## src/rtl/alir_pkg.sv

```systemverilog
// Shared types and constants for the array list block.
// Used by alir_cell, alir_find and array_list_insert_remove; no dependencies.
package alir_pkg;

	localparam int DEF_CAPACITY = 64;
	localparam int WORD_W = 32;

	typedef enum logic [1:0] {
		KIND_APPEND       = 2'd0,
		KIND_INSERT       = 2'd1,
		KIND_REMOVE_AT    = 2'd2,
		KIND_REMOVE_VALUE = 2'd3
	} kind_t;

	typedef enum logic [1:0] {
		CELL_HOLD,
		CELL_INSERT,
		CELL_REMOVE
	} cell_op_t;

	typedef enum logic [1:0] {
		ST_IDLE,
		ST_SEARCH
	} state_t;

	// Broadcast from the control to every cell of the row.
	typedef struct packed {
		cell_op_t            op;
		logic [WORD_W-1:0]   word;
	} cell_ctrl_t;

endpackage

```

## src/rtl/alir_cell.sv

```systemverilog
// One storage cell of the list row: holds one entry, moves it to or from its neighbors.
// Depends on alir_pkg.
module alir_cell import alir_pkg::*; #(
	parameter int CAPACITY = DEF_CAPACITY,
	parameter int IDX = 0,
	localparam int IDX_W = $clog2(CAPACITY),
	localparam int CNT_W = $clog2(CAPACITY + 1)
) (
	input  logic              clk,
	input  cell_ctrl_t        ctrl,
	input  logic [IDX_W-1:0]  pos,
	input  logic [CNT_W-1:0]  count,
	input  logic [WORD_W-1:0] left_word,
	input  logic [WORD_W-1:0] right_word,
	output logic [WORD_W-1:0] entry,
	output logic              match
);

	localparam logic [IDX_W-1:0] MY_IDX = IDX_W'(IDX);

	logic [WORD_W-1:0] entry_q;

	assign entry = entry_q;
	// Only live entries take part in a search.
	assign match = (entry_q == ctrl.word) && (CNT_W'(IDX) < count);

	always_ff @(posedge clk) begin
		case (ctrl.op)
			CELL_INSERT: begin
				if (MY_IDX > pos) begin
					entry_q <= left_word;
				end else if (MY_IDX == pos) begin
					entry_q <= ctrl.word;
				end
			end
			CELL_REMOVE: begin
				if (MY_IDX >= pos) begin
					entry_q <= right_word;
				end
			end
			default: begin
				entry_q <= entry_q;
			end
		endcase
	end

endmodule

```

## config.mk

```make
export PLATFORM = sky130hd
export DESIGN_NAME = alir_cell
export DESIGN_NICKNAME = d
export VERILOG_FILES = /design/src/rtl/alir_pkg.sv /design/src/rtl/alir_cell.sv
export SDC_FILE = /design/constraint.sdc
export NUM_CORES = 1
export LEC_CHECK = 0
export ABC_AREA = 1
export BUFFER_PORTS_ARGS = -buffer_cell sky130_fd_sc_hd__buf_2
export CORE_MARGIN = 2
export CORE_UTILIZATION = 40
export CTS_CLUSTER_SIZE = 28
export DETAILED_ROUTE_END_ITERATION = 6
export PLACE_DENSITY = 0.79
export SLEW_MARGIN = 10
export SYNTH_ARGS = -nofsm -noshare
export SYNTH_HDL_FRONTEND = slang
export SYNTH_SLANG_ARGS = --single-unit
export TNS_END_PERCENT = 10
```

## constraint.sdc

```tcl
create_clock -name clk -period 3.9 [get_ports clk]
set_clock_uncertainty 0.1 [all_clocks]
set_input_delay 0.78 -clock clk [delete_from_list [all_inputs] [get_ports clk]]
set_output_delay 0.78 -clock clk [all_outputs]
set_load 0.1 [all_outputs]
```

==> Word level (Yosys, flattened, before mapping) <==
Cells that the tools add are included.
{ "word_totals": {"n_memories": 0, "in_bits": 112, "romBits": 0, "ramBits": 0, "reg_bits": 32, "latch_bits": 0} }
{ "classes": {"mul": 0, "addsub": 0, "reduce_logical": 4, "shift": 0, "n_div": 0, "magnitude_cmp": 3, "n_bitwise": 0, "muxes": 4, "n_eq_ne": 5} }
{ "op_table": {"columns": ["operator", "count"], "rows": [
  ["32-bit two-way mux", 3],
  ["32-bit one-hot mux with 2 select lines", 1],
  ["32-bit == test", 1],
  ["1-bit by 7-bit less-than comparator with 1-bit output (first input constant)", 1],
  ["1-bit by 6-bit greater-or-equal comparator with 1-bit output (first input constant)", 1],
  ["1-bit by 6-bit greater-than comparator with 1-bit output (first input constant)", 1],
  ["6-bit logical NOT", 1],
  ["3-bit inequality test (second input constant)", 1],
  ["3-bit AND reduction", 1],
  ["2-bit by 1-bit == test with 1-bit output (second input constant)", 1],
  ["2-bit == test (second input constant)", 1],
  ["2-bit inequality test (second input constant)", 1],
  ["2-bit nonzero test", 1],
  ["1-bit logical AND", 1]
]} }

==> Depth between registers and ports, before layout <==
{ "depth": {"depth_word": 4, "ltp_mapped": 8} }

==> Least setup slack after synthesis <==
OpenSTA, ideal clock, no wires.
{ "synth_timing": {"path_type": "reg-to-output", "start": "reg entry_q[13], in the netlist entry[13]", "end": "out match", "path_stages_with_launch": 6, "slack_ns": 0.186, "required_time_ns": 3.020, "path_buffers": 0, "t_arrival_ns": 2.834, "cell_sequence": "edfxtp_1 o21ai_0 or2_2 nor2_1 nand3_1 nor2_1"} }
{ "synth_between": {"elab_chain_cells": 2} }
{ "synth_lines": {"columns": ["element", "line_no", "text"], "rows": [
  ["start, declared", "alir_cell.sv:21", "logic [WORD_W-1:0] entry_q;"],
  ["start signal, assigned", "alir_cell.sv:31", "entry_q <= left_word;"],
  ["start signal, assigned", "alir_cell.sv:33", "entry_q <= ctrl.word;"],
  ["start signal, assigned", "alir_cell.sv:38", "entry_q <= right_word;"],
  ["32-bit == test", "alir_cell.sv:25", "assign match = (entry_q == ctrl.word) && (CNT_W'(IDX) < count);"],
  ["1-bit logical AND", "alir_cell.sv:25", null],
  ["end, declared", "alir_cell.sv:16", "output logic match"]
]} }
Every way passes these cells.

==> Worst setup path in the final report <==
{ "layout_timing": {"start": "in ctrl[19] (netlist name)", "end": "out match"} }
{ "layout_between": {"elab_chain_cells": 2} }
{ "layout_lines": {"columns": ["element", "line_no", "text"], "rows": [
  ["start, declared", "alir_cell.sv:10", "input cell_ctrl_t ctrl,"],
  ["32-bit == test", "alir_cell.sv:25", null],
  ["1-bit logical AND", "alir_cell.sv:25", null]
]} }
Every way passes these cells.

==> results.sh <==
export IMPL_outcome="complete, no violations"
export IMPL_vdd_ir_drop_worst_v=0.000144
export IMPL_hpwl_um=3600
export IMPL_drt_total_wl_um=4510
export IMPL_rsz0062_at_grt="false"
export IMPL_fin_crit_sh=0.756
export IMPL_syn_area_um2=1990
export IMPL_cts_sinks=32
export IMPL_ant_nets=0
export IMPL_antenna_found_initial=0
export IMPL_io_buffers=112
export IMPL_largest_register_ffs=32
export IMPL_grt_usage=0.165
export IMPL_synth_warnings=0
export IMPL_first_pass_iters=4
export IMPL_dieArea_um2=5560
export IMPL_fmax_ghz=0.339
export IMPL_crit_path_max_fanout=3
export IMPL_cts_resized=0
export IMPL_grt_busiest_layer="met2"
export IMPL_max_slew_margin=0.543
export IMPL_cts_max_level=2
export IMPL_rows=25
export IMPL_cp_end_kind="output pin"
export IMPL_hold_buffers=0
export IMPL_placement_cell_area_um2=2610
export IMPL_place_inst=414
export IMPL_ys_types=19
export IMPL_startpoint="ctrl[19]"
export IMPL_design_area_um2=2690
export IMPL_core_area_um2=4750
export IMPL_critical_path_required_ns=3.02
export IMPL_num_fill_cells=442
export IMPL_num_io_pins=145
export IMPL_cts_tree="built"
export IMPL_final_cells=422
export IMPL_worst_slew_pin_slew_ns=0.685
export IMPL_min_delay_start="right_word[28]"
export IMPL_drive_gt1_frac=0.383
export IMPL_drc=0
export IMPL_die_x_um=74.5
export IMPL_maxCapViolCount=0
export IMPL_hold_violations=0
export IMPL_final_cell_mix="buf_2, nand2_1, nor2_1"
export IMPL_fin_crit_ns=2.95
export IMPL_gp_congestion=0.856
export IMPL_fp_dieH_um=74.5
export IMPL_area_growth_pct=34.9
export IMPL_cts_buffers=5
export IMPL_grtUsageMet2=0.291
export IMPL_p_leak_uw=0.00139
export IMPL_worstSetupPathType="input port to output pin"
export IMPL_start_util=0.419
export IMPL_cts_setup_buffers=0
export IMPL_antennaDiodeCount=0
export IMPL_final_common_cell="buf_2"
export IMPL_synth_avg_cell_area_um2=8.33
export IMPL_hold_class="input port to flip-flop"
export IMPL_final_util=0.565
export IMPL_finalSetupTns_ns=0
export IMPL_start_kind="input port"
export IMPL_use_met1=0.192
export IMPL_crit_arrival_ns=2.07
export IMPL_nets=466
export IMPL_power_density_nw_per_um2=279
export IMPL_synth_seq_area_share=0.483
export IMPL_synth_seq_cells=32
export IMPL_root_buffer="clkbuf_8"
export IMPL_syn_inst=239
export IMPL_via_per_inst=4.36
export IMPL_overflow=0
export IMPL_slew_violations=0
export IMPL_cts_buffer_depth=2
export IMPL_grt_use_met3=0.0474
export IMPL_seqCellArea_um2=961
export IMPL_post_drt_wl_per_cell_um=10.7
export IMPL_grt_max_degree=33
export IMPL_vias=1840
export IMPL_grt_pass1_vias=1731
export IMPL_finalSetupViolations=0
export IMPL_multiInputGateArea_um2=842
export IMPL_grt_pass1_wl_um=7000
export IMPL_synth_fp_nets=351
export IMPL_clk_pin_slew_ns=0.06
export IMPL_drt_initial_drc_count=83
-- cells by family after synthesis --
kind of cell,after synthesis,share of synthesized area
muxes,12,0.0811
and+or+nand+nor,115,0.227
DFF,32,0.483
buffers and inverters,44,0.0999
AOI/OAI and AO/OA,26,0.0654
xor gates and xnor gates,10,0.0440
-- final timing paths --
| path | slack (ns) | cells after the start | endpoint |
|---|---|---|---|
| worst max-delay path | 0.95 | 9 | match |
| worst min-delay path | 0.70 | 2 | entry[28]$_DFFE_PP_ |
-- metrics by stage --
step	power, µW	setup WS [ns]	hold slack [ns]
2_1_floorplan	471	0.186	0.897
3_3_place_gp	519	0.992	0.981
3_5_place_dp	523	0.961	0.984
4_1_cts	760	0.950	0.694
5_1_grt	788	0.819	0.689
6_report	750	0.952	0.704
-- Yosys cell counts --
library cell / count / share of area
mux2_2: 5 / 0.028
nor3_1: 1 / 0.0025
xnor2_1: 9 / 0.040
o21ai_0: 5 / 0.013
mux2_4: 7 / 0.053
nand2_1: 65 / 0.12
buf_6: 3 / 0.017
buf_8: 1 / 0.0075
xor2_1: 1 / 0.0044
or2_2: 3 / 0.0094
nand3_1: 3 / 0.0075
clkbuf_1: 2 / 0.0038
or2_1: 1 / 0.0031
edfxtp_1: 32 / 0.48
nor2b_1: 1 / 0.0031
a21oi_1: 21 / 0.053
inv_1: 38 / 0.072
nor2_1: 40 / 0.075
nor4_1: 1 / 0.0031
-- critical path: stages --
cell and delay (ns):
buf_2 0.08, inv_1 0.05, nand2_1 0.05, o21ai_0 0.07, or2_2 0.29, nor2_1 0.13, nand3_1 0.09, nor2_1 0.10
buf_2 0.43
-- power breakdown --
part | total, µW | switching [µW] | internal (µW)
Sequential | 385 | 1.34 | 384
Combinational | 129 | 66.7 | 62.1
Clock | 236 | 112 | 124
-- area by class of cell --
type / instances / share of cell area
flip-flops and latches: 32 / 0.358
well taps: 67 / 0.0312
clock buffers: 7 / 0.0284
repair buffers: 114 / 0.214
inverters: 38 / 0.0531
multi-input cells: 163 / 0.314
clock inverters: 1 / 0.00140
-- routing by layer --
metal  vias to the layer above  routed length (µm)
met1                       778                1990
li1                        979                   -
met4                         0                  46
met5                         -                   0
met2                        78                2100
met3                         5                 378
No activity file was read; power rests on OpenSTA's default activity.
